===== src/rtl/sha256c_pkg.sv =====
// shared types, constants and round functions of the sha-256 compression core
package sha256c_pkg;

  localparam int unsigned WordW   = 32;
  localparam int unsigned Rounds  = 64;
  localparam int unsigned RoundW  = $clog2(Rounds);
  localparam int unsigned BlockWd = 16;
  localparam int unsigned WcntW   = $clog2(BlockWd);

  typedef logic [WordW-1:0]  word_t;
  typedef logic [7:0][WordW-1:0] hash_t;
  typedef logic [RoundW-1:0] round_t;

  // command word from the controller to the datapath
  typedef struct packed {
    logic   load_word;
    logic   restart_chain;
    logic   init_vars;
    logic   do_round;
    logic   update_chain;
    logic   load_digest;
    round_t round;
  } cmd_t;

  // element 0 is H0
  localparam hash_t InitHash = {
    32'h5be0cd19, 32'h1f83d9ab, 32'h9b05688c, 32'h510e527f,
    32'ha54ff53a, 32'h3c6ef372, 32'hbb67ae85, 32'h6a09e667
  };

  localparam word_t RoundK [Rounds] = '{
    32'h428a2f98, 32'h71374491, 32'hb5c0fbcf, 32'he9b5dba5,
    32'h3956c25b, 32'h59f111f1, 32'h923f82a4, 32'hab1c5ed5,
    32'hd807aa98, 32'h12835b01, 32'h243185be, 32'h550c7dc3,
    32'h72be5d74, 32'h80deb1fe, 32'h9bdc06a7, 32'hc19bf174,
    32'he49b69c1, 32'hefbe4786, 32'h0fc19dc6, 32'h240ca1cc,
    32'h2de92c6f, 32'h4a7484aa, 32'h5cb0a9dc, 32'h76f988da,
    32'h983e5152, 32'ha831c66d, 32'hb00327c8, 32'hbf597fc7,
    32'hc6e00bf3, 32'hd5a79147, 32'h06ca6351, 32'h14292967,
    32'h27b70a85, 32'h2e1b2138, 32'h4d2c6dfc, 32'h53380d13,
    32'h650a7354, 32'h766a0abb, 32'h81c2c92e, 32'h92722c85,
    32'ha2bfe8a1, 32'ha81a664b, 32'hc24b8b70, 32'hc76c51a3,
    32'hd192e819, 32'hd6990624, 32'hf40e3585, 32'h106aa070,
    32'h19a4c116, 32'h1e376c08, 32'h2748774c, 32'h34b0bcb5,
    32'h391c0cb3, 32'h4ed8aa4a, 32'h5b9cca4f, 32'h682e6ff3,
    32'h748f82ee, 32'h78a5636f, 32'h84c87814, 32'h8cc70208,
    32'h90befffa, 32'ha4506ceb, 32'hbef9a3f7, 32'hc67178f2
  };

  function automatic word_t big_sigma0(input word_t x);
    return {x[1:0], x[31:2]} ^ {x[12:0], x[31:13]} ^ {x[21:0], x[31:22]};
  endfunction

  function automatic word_t big_sigma1(input word_t x);
    return {x[5:0], x[31:6]} ^ {x[10:0], x[31:11]} ^ {x[24:0], x[31:25]};
  endfunction

  function automatic word_t small_sigma0(input word_t x);
    return {x[6:0], x[31:7]} ^ {x[17:0], x[31:18]} ^ {3'b000, x[31:3]};
  endfunction

  function automatic word_t small_sigma1(input word_t x);
    return {x[16:0], x[31:17]} ^ {x[18:0], x[31:19]} ^ {10'b0, x[31:10]};
  endfunction

endpackage


===== src/rtl/sha256c_if.sv =====
// valid/ready channel interfaces for message words and digests
interface sha256c_in_if;
  logic        valid;
  logic        ready;
  logic [31:0] msg_word;
  logic        new_message;
  logic        final_block;

  modport source (output valid, msg_word, new_message, final_block, input ready);
  modport sink   (input valid, msg_word, new_message, final_block, output ready);
endinterface

interface sha256c_out_if;
  logic        valid;
  logic        ready;
  logic [63:0] digest_hi;
  logic [63:0] digest_mid_hi;
  logic [63:0] digest_mid_lo;
  logic [63:0] digest_lo;

  modport source (output valid, digest_hi, digest_mid_hi, digest_mid_lo, digest_lo,
                  input ready);
  modport sink   (input valid, digest_hi, digest_mid_hi, digest_mid_lo, digest_lo,
                  output ready);
endinterface


===== src/rtl/sha256c_ctrl.sv =====
// controller: word counting, round sequencing and digest hand-off
module sha256c_ctrl (
  input  logic              clk_i,
  input  logic              rst_ni,
  input  logic              in_valid_i,
  input  logic              new_message_i,
  input  logic              final_block_i,
  output logic              in_ready_o,
  input  logic              out_ready_i,
  output logic              out_valid_o,
  output sha256c_pkg::cmd_t cmd_o
);
  import sha256c_pkg::*;

  localparam logic [1:0] StLoad   = 2'd0;
  localparam logic [1:0] StRound  = 2'd1;
  localparam logic [1:0] StUpdate = 2'd2;
  localparam logic [1:0] StEmit   = 2'd3;

  logic [1:0]       state_q, state_d;
  logic [WcntW-1:0] wcnt_q, wcnt_d;
  round_t           round_q, round_d;
  logic             fin_q, fin_d;
  logic             out_valid_q, out_valid_d;

  logic             accept;
  logic [WcntW-1:0] word_idx;
  logic             last_word;
  logic             slot_free;

  assign in_ready_o  = (state_q == StLoad);
  assign out_valid_o = out_valid_q;
  assign accept      = in_valid_i && in_ready_o;
  // a new message drops any partly filled block
  assign word_idx    = new_message_i ? '0 : wcnt_q;
  assign last_word   = (word_idx == WcntW'(BlockWd - 1));
  assign slot_free   = !out_valid_q || out_ready_i;

  always_comb begin
    state_d = state_q;
    wcnt_d  = wcnt_q;
    round_d = round_q;
    fin_d   = fin_q;
    cmd_o   = '0;
    cmd_o.round = round_q;
    unique case (state_q)
      StLoad: begin
        if (accept) begin
          cmd_o.load_word     = 1'b1;
          cmd_o.restart_chain = new_message_i;
          wcnt_d = word_idx + 1'b1;
          fin_d  = (new_message_i ? 1'b0 : fin_q) | final_block_i;
          if (last_word) begin
            cmd_o.init_vars = 1'b1;
            round_d = '0;
            state_d = StRound;
          end
        end
      end
      StRound: begin
        cmd_o.do_round = 1'b1;
        round_d = round_q + 1'b1;
        if (round_q == RoundW'(Rounds - 1)) begin
          state_d = StUpdate;
        end
      end
      StUpdate: begin
        cmd_o.update_chain = 1'b1;
        fin_d   = 1'b0;
        state_d = fin_q ? StEmit : StLoad;
      end
      StEmit: begin
        if (slot_free) begin
          cmd_o.load_digest = 1'b1;
          state_d = StLoad;
        end
      end
      default: state_d = StLoad;
    endcase
  end

  always_comb begin
    if (cmd_o.load_digest) begin
      out_valid_d = 1'b1;
    end else if (out_ready_i) begin
      out_valid_d = 1'b0;
    end else begin
      out_valid_d = out_valid_q;
    end
  end

  always_ff @(posedge clk_i or negedge rst_ni) begin
    if (!rst_ni) begin
      state_q     <= StLoad;
      wcnt_q      <= '0;
      round_q     <= '0;
      fin_q       <= 1'b0;
      out_valid_q <= 1'b0;
    end else begin
      state_q     <= state_d;
      wcnt_q      <= wcnt_d;
      round_q     <= round_d;
      fin_q       <= fin_d;
      out_valid_q <= out_valid_d;
    end
  end

endmodule


===== src/rtl/sha256c_dp.sv =====
// datapath: schedule window, working variables, chaining value and digest register
module sha256c_dp (
  input  logic               clk_i,
  input  logic               rst_ni,
  input  sha256c_pkg::cmd_t  cmd_i,
  input  sha256c_pkg::word_t msg_word_i,
  output sha256c_pkg::hash_t digest_o
);
  import sha256c_pkg::*;

  word_t window_q [BlockWd];
  hash_t vars_q;
  hash_t chain_q;
  hash_t digest_q;

  word_t w_next, shift_in, t1, t2, choose, major;
  logic  shift_en;

  // window holds w[r..r+15]; tap 0 feeds the current round
  assign w_next = small_sigma1(window_q[14]) + window_q[9]
                + small_sigma0(window_q[1]) + window_q[0];
  assign shift_in = cmd_i.load_word ? msg_word_i : w_next;
  assign shift_en = cmd_i.load_word || cmd_i.do_round;

  assign choose = (vars_q[4] & vars_q[5]) ^ (~vars_q[4] & vars_q[6]);
  assign major  = (vars_q[0] & vars_q[1]) ^ (vars_q[0] & vars_q[2])
                ^ (vars_q[1] & vars_q[2]);
  assign t1 = vars_q[7] + big_sigma1(vars_q[4]) + choose + RoundK[cmd_i.round] + window_q[0];
  assign t2 = big_sigma0(vars_q[0]) + major;

  always_ff @(posedge clk_i) begin
    if (shift_en) begin
      for (int i = 0; i < BlockWd - 1; i++) begin
        window_q[i] <= window_q[i+1];
      end
      window_q[BlockWd-1] <= shift_in;
    end
  end

  always_ff @(posedge clk_i) begin
    if (cmd_i.init_vars) begin
      vars_q <= chain_q;
    end else if (cmd_i.do_round) begin
      vars_q[7] <= vars_q[6];
      vars_q[6] <= vars_q[5];
      vars_q[5] <= vars_q[4];
      vars_q[4] <= vars_q[3] + t1;
      vars_q[3] <= vars_q[2];
      vars_q[2] <= vars_q[1];
      vars_q[1] <= vars_q[0];
      vars_q[0] <= t1 + t2;
    end
  end

  always_ff @(posedge clk_i or negedge rst_ni) begin
    if (!rst_ni) begin
      chain_q <= InitHash;
    end else if (cmd_i.restart_chain) begin
      chain_q <= InitHash;
    end else if (cmd_i.update_chain) begin
      for (int i = 0; i < 8; i++) begin
        chain_q[i] <= chain_q[i] + vars_q[i];
      end
    end
  end

  always_ff @(posedge clk_i) begin
    if (cmd_i.load_digest) begin
      digest_q <= chain_q;
    end
  end

  assign digest_o = digest_q;

endmodule


===== src/rtl/sha256_block_compression_core.sv =====
// top level of the sha-256 block compression core
//
// The input channel carries one 32-bit big-endian word of an already padded
// message per transfer, sixteen to a block. new_message on a word restarts the
// chain from the standard initial hash and makes that word the first of a block;
// final_block on any word of a block marks the block as the message's last.
// The input is ready while words are being collected. After the sixteenth word
// the core runs 64 rounds, one a cycle, then adds the working variables into
// the chaining value. For a final block the digest is then moved into the
// output register, which holds it until it is taken; the core keeps collecting
// the next words meanwhile. Only when a further digest is ready while the
// previous one is still waiting does the core hold, with input not ready,
// until the output transfer. Reset loads the initial hash, clears the word
// position and final mark and leaves the output empty.
module sha256_block_compression_core (
  input  logic          clk_i,
  input  logic          rst_ni,
  sha256c_in_if.sink    in_i,
  sha256c_out_if.source out_o
);
  import sha256c_pkg::*;

  cmd_t  cmd;
  hash_t digest;

  sha256c_ctrl u_ctrl (
    .clk_i         (clk_i),
    .rst_ni        (rst_ni),
    .in_valid_i    (in_i.valid),
    .new_message_i (in_i.new_message),
    .final_block_i (in_i.final_block),
    .in_ready_o    (in_i.ready),
    .out_ready_i   (out_o.ready),
    .out_valid_o   (out_o.valid),
    .cmd_o         (cmd)
  );

  sha256c_dp u_dp (
    .clk_i      (clk_i),
    .rst_ni     (rst_ni),
    .cmd_i      (cmd),
    .msg_word_i (in_i.msg_word),
    .digest_o   (digest)
  );

  assign out_o.digest_hi     = {digest[0], digest[1]};
  assign out_o.digest_mid_hi = {digest[2], digest[3]};
  assign out_o.digest_mid_lo = {digest[4], digest[5]};
  assign out_o.digest_lo     = {digest[6], digest[7]};

`ifndef SYNTHESIS
  // no word is taken while rounds are running
  a_no_input_in_rounds: assert property (@(posedge clk_i) disable iff (!rst_ni)
    cmd.do_round |-> !in_i.ready)
    else $error("input ready during rounds");

  // a pending digest is never overwritten
  a_no_digest_overwrite: assert property (@(posedge clk_i) disable iff (!rst_ni)
    cmd.load_digest |-> (!out_o.valid || out_o.ready))
    else $error("digest overwritten before transfer");

  // the chain update follows the last round directly
  a_update_after_rounds: assert property (@(posedge clk_i) disable iff (!rst_ni)
    cmd.update_chain |-> ($past(cmd.do_round) && $past(cmd.round) == RoundW'(Rounds - 1)))
    else $error("chain update without completed rounds");

  // the last round is always followed by the chain update
  a_rounds_then_update: assert property (@(posedge clk_i) disable iff (!rst_ni)
    (cmd.do_round && cmd.round == RoundW'(Rounds - 1)) |=> cmd.update_chain)
    else $error("rounds ended without chain update");
`endif

endmodule

===== src/flat_wrapper.sv =====
// flat-port wrapper written by rule: the top's interface ports become plain ports
module sha256_block_compression_core_flat import sha256c_pkg::*;
  (clk_i, rst_ni, in_i_valid, in_i_msg_word, in_i_new_message, in_i_final_block, in_i_ready, out_o_valid, out_o_digest_hi, out_o_digest_mid_hi, out_o_digest_mid_lo, out_o_digest_lo, out_o_ready);
  sha256c_in_if in_i_i ();
  sha256c_out_if out_o_i ();
  input  logic clk_i;
  input  logic rst_ni;
  input wire logic [$bits(in_i_i.valid)-1:0] in_i_valid;
  input wire logic [$bits(in_i_i.msg_word)-1:0] in_i_msg_word;
  input wire logic [$bits(in_i_i.new_message)-1:0] in_i_new_message;
  input wire logic [$bits(in_i_i.final_block)-1:0] in_i_final_block;
  output wire logic [$bits(in_i_i.ready)-1:0] in_i_ready;
  output wire logic [$bits(out_o_i.valid)-1:0] out_o_valid;
  output wire logic [$bits(out_o_i.digest_hi)-1:0] out_o_digest_hi;
  output wire logic [$bits(out_o_i.digest_mid_hi)-1:0] out_o_digest_mid_hi;
  output wire logic [$bits(out_o_i.digest_mid_lo)-1:0] out_o_digest_mid_lo;
  output wire logic [$bits(out_o_i.digest_lo)-1:0] out_o_digest_lo;
  input wire logic [$bits(out_o_i.ready)-1:0] out_o_ready;
  assign in_i_i.valid = in_i_valid;
  assign in_i_i.msg_word = in_i_msg_word;
  assign in_i_i.new_message = in_i_new_message;
  assign in_i_i.final_block = in_i_final_block;
  assign in_i_ready = in_i_i.ready;
  assign out_o_valid = out_o_i.valid;
  assign out_o_digest_hi = out_o_i.digest_hi;
  assign out_o_digest_mid_hi = out_o_i.digest_mid_hi;
  assign out_o_digest_mid_lo = out_o_i.digest_mid_lo;
  assign out_o_digest_lo = out_o_i.digest_lo;
  assign out_o_i.ready = out_o_ready;
  sha256_block_compression_core u_core (.clk_i(clk_i), .rst_ni(rst_ni), .in_i(in_i_i), .out_o(out_o_i));
endmodule

===== config.mk =====
export PLATFORM = sky130hd
export DESIGN_NAME = sha256_block_compression_core_flat
export DESIGN_NICKNAME = d
export VERILOG_FILES = /design/src/rtl/sha256c_pkg.sv /design/src/rtl/sha256c_if.sv /design/src/rtl/sha256c_ctrl.sv /design/src/rtl/sha256c_dp.sv /design/src/rtl/sha256_block_compression_core.sv /design/src/flat_wrapper.sv
export SDC_FILE = /design/constraint.sdc
export NUM_CORES = 2
export LEC_CHECK = 0
export BUFFER_PORTS_ARGS = -buffer_cell sky130_fd_sc_hd__buf_2
export CAP_MARGIN = 40
export CORE_MARGIN = 2
export CORE_UTILIZATION = 63
export CTS_CLUSTER_DIAMETER = 120
export DETAILED_ROUTE_END_ITERATION = 10
export PLACE_DENSITY = 0.81
export SKIP_CTS_REPAIR_TIMING = 1
export SYNTH_ARGS = -nofsm -noshare
export SYNTH_HDL_FRONTEND = slang
export SYNTH_SLANG_ARGS = --single-unit

===== constraint.sdc =====
create_clock -name clk_i -period 16.2 [get_ports clk_i]
set_input_delay 2.43 -clock clk_i [delete_from_list [all_inputs] [get_ports clk_i]]
set_output_delay 2.43 -clock clk_i [all_outputs]
set_load 0.02 [all_outputs]

==> summary.txt <==
Final layout
  – Fin nets: 7401
  – Area Growth Syn to Fin: 10.54%
  – Fillers: 8127
  – Layout cells sized above 1: 11.32%
  – Util after Layout: 70.12%
  – Multi-input gate area: 32430 µm²
  – Sequential cell area: 37680 µm²
  – Most common cell after layout, fill and taps aside: edfxtp_1
  – Commonest cells after routing, fill and taps aside: edfxtp_1, nand2_1, a21oi_1, ha_1, o21ai_0

Detailed routing
  – Via count: 54240
  – Drt via density: 6.456
  – Antenna Violating Nets Remaining: 0
  – Initial DRT Pass Iterations: 6
  – Wire per inst: 26.71 µm
  – DRT Wirelength: 224400 µm
  – Drt drc: 0
  – 1st-iter DRT viols: 6356

Synthesis
  – Synth Warn #: 0
  – Synth Register Bits: 1294
  – Post-Syn Nets: 7176
  – Async SR Flop Fraction: 20.87%
  – Cells after synthesis: 6552
  – Avg Cell Area, Syn: 11.05 µm²
  – Unique masters post-synth: 104
  – Main synth FF type: edfxtp_1
  – Synthesized area: 72430 µm²
  – Post-synth EDFFs: 1024
  – Sequential area share after synthesis: 52.02%

Setup path
  – Crit. End Element: flip-flop
  – Crit path kind: flip-flop to flip-flop
  – Worst Setup Start Kind: flip-flop
  – Slowest-stage cell, CP: dfrtp_1
  – Max stage delay on crit path: 0.91 ns
  – Crit path arrival time: 10.40 ns
  – CP required: 16.68 ns
  – Worst-path fanout max: 25
  – Crit path top cell by count: a21oi_1

Timing
  – Pins over their slew limit: 0
  – Minimum clock period: 9.923 ns
  – RSZ-0062 raised after global routing: false
  – Setup TNS: 0 ns
  – WHS: 0.4045 ns
  – Final setup violation count: 0
  – Actual slew at the worst max-slew pin: 1.165 ns
  – Clock skew: 0.04614 ns
  – Share of the clock period used by the worst path: 61.25%
  – Slew margin rel.: 22.31%
  – Achievable Freq: 100.8 MHz
  – Final hold violation count: 0

Clocking
  – CTS clk-pin slew, worst paths: 0.06 ns
  – Clock sinks: 1294
  – CTS tree: yes
  – CTS Buffer Depth: 3
  – CTS root buffer: clkbuf_16
  – TritonCTS Buffers: 135
  – Worst-skew pair later-pin latency: 0.78 ns
  – H-tree depth: 4

Die
  – Boundary Pins: 296
  – Core area: 114200 µm²
  – Die Height: 343.1 µm
  – Initial Util: 63.43%
  – FP Rows: 124
  – Die width: 343.1 µm
  – Area of the die: 117700 µm²

Job
  – Total of max-cap violations: 0

Global routing
  – Total track usage: 38.13%
  – Vias in the first global route: 51680
  – Global-route wire length before repair: 331200 µm
  – Largest net degree at the start of global routing: 222
  – Antenna violations before repair: 9
  – GRT overflow: 0

Outcome
  – Status: complete, no violations

Place
  – PortBufs: 295
  – GP Congestion: 1.009
  – DP HPWL: 163500 µm

Worst hold path
  – Hold WC Path Type: flip-flop to flip-flop
flip-flops by register name, summed over array words and instances (netlist names):
register                   cells
u_core.u_dp.vars_q           256
u_core.u_dp.digest_o         256
u_core.u_ctrl.out_valid_o      1
u_core.u_dp.window_q         512
u_core.u_ctrl.round_q          6
u_core.u_ctrl.fin_q            1
u_core.u_dp.chain_q          256
u_core.u_ctrl.state_q          2
u_core.u_ctrl.wcnt_q           4
final cells by class:
cell class,instances,share of cell area (%)
Inverter,364,1.716
Tap cell,1512,2.363
Multi-Input combinational cell,4626,40.51
Sequential cell,1294,47.06
Timing Repair Buffer,356,2.710
Clock buffer,165,4.476
Clock inverter,84,1.166
Antenna cell,1,0.003125
cell families (layout without fill, tap and decap cells):
kind of cell / count (synthesis) / count (layout) / synth area share, %
simple gates: 1829 / 1829 / 11.03
compound gates: 1619 / 1619 / 14.21
flops: 1294 / 1294 / 52.02
buf+inv: 632 / 969 / 3.277
fa+ha+maj: 590 / 590 / 12.20
xor+xnor: 540 / 540 / 6.540
mux: 48 / 48 / 0.7255
other cells: 0 / 1 / 0
stage by stage:
stage	instances	instance area [µm²]	worst slack, ns
floorplan	6552	72430	1.317
global placement	8137	75260	6.671
detailed placement	8150	75540	6.545
CTS	8399	80050	6.465
global route	8401	80060	5.682
finish	8402	80070	6.277
cells in the mapped netlist (all sizes together) (11+ instances only):
cell type,number,area (µm²)
a2111oi,15,140.1
a211o,21,183.9
a211oi,68,530.5
a21boi,13,97.59
a21o,176,1321
a21oi,515,2581
a221oi,14,135.1
a22o,18,157.7
a31oi,57,371.6
a32o,11,110.1
and2,18,112.6
and3,37,231.5
buf,18,68.81
clkbuf,250,938.4
dfrtp,134,3353
dfstp,136,3573
edfxtp,1024,30750
fa,195,3904
ha,391,4892
inv,363,1363
mux2i,39,390.4
nand2,965,3622
nand2b,66,412.9
nand3,76,380.4
nand4,19,118.9
nor2,369,1385
nor2b,56,350.3
nor3,97,495.5
nor4,12,75.07
o211ai,43,327.8
o21a,56,420.4
o21ai,379,1908
o21bai,41,307.8
o22a,12,105.1
o22ai,13,87.58
o311ai,18,165.2
o31ai,46,360.4
or2,20,125.1
or3,50,312.8
xnor2,325,2854
xor2,215,1883
worst paths after layout:
path | from | end | slack [ns] | cells after the start
hold reg to reg | u_core.u_dp.window_q[0][180]$_DFFE_PP_ | u_core.u_dp.window_q[0][148]$_DFFE_PP_ | 0.40 | 0
min in group asynchronous | rst_ni | u_core.u_dp.chain_q[202]$_DFFE_PN0P_ | 1.72 | 1
setup / recovery | u_core.u_ctrl.round_q[0]$_DFFE_PN0P_ | u_core.u_dp.vars_q[30]$_DFFE_PP_ | 6.28 | 35
hold / removal | u_core.u_dp.window_q[0][180]$_DFFE_PP_ | u_core.u_dp.window_q[0][148]$_DFFE_PP_ | 0.40 | 0
max in group asynchronous | rst_ni | u_core.u_dp.chain_q[72]$_DFFE_PN1P_ | 12.48 | 4
setup reg to reg | u_core.u_ctrl.round_q[0]$_DFFE_PN0P_ | u_core.u_dp.vars_q[30]$_DFFE_PP_ | 6.28 | 35
per-layer routing:
layer  vias up  global-route usage, %  wire length (µm)
li1      23910                      -                 -
met1     26490                  53.51             88200
met2      3269                  58.04            100800
met3       564                  8.400             24990
met4         8                  15.55             10440
met5         -                      0                57
worst max-delay path, delay by kind of cell, from the launching register on:
family,cells,cell delay (ns)
simple gates,3,0.85
compound gates,18,3.42
flops,1,0.91
buf+inv,5,0.76
xor+xnor,2,0.40
fa+ha+maj,7,3.27
Power is left out: the tool's default activity adds up to more than one toggle a clock period on the data nets, which glitch-free logic cannot reach.
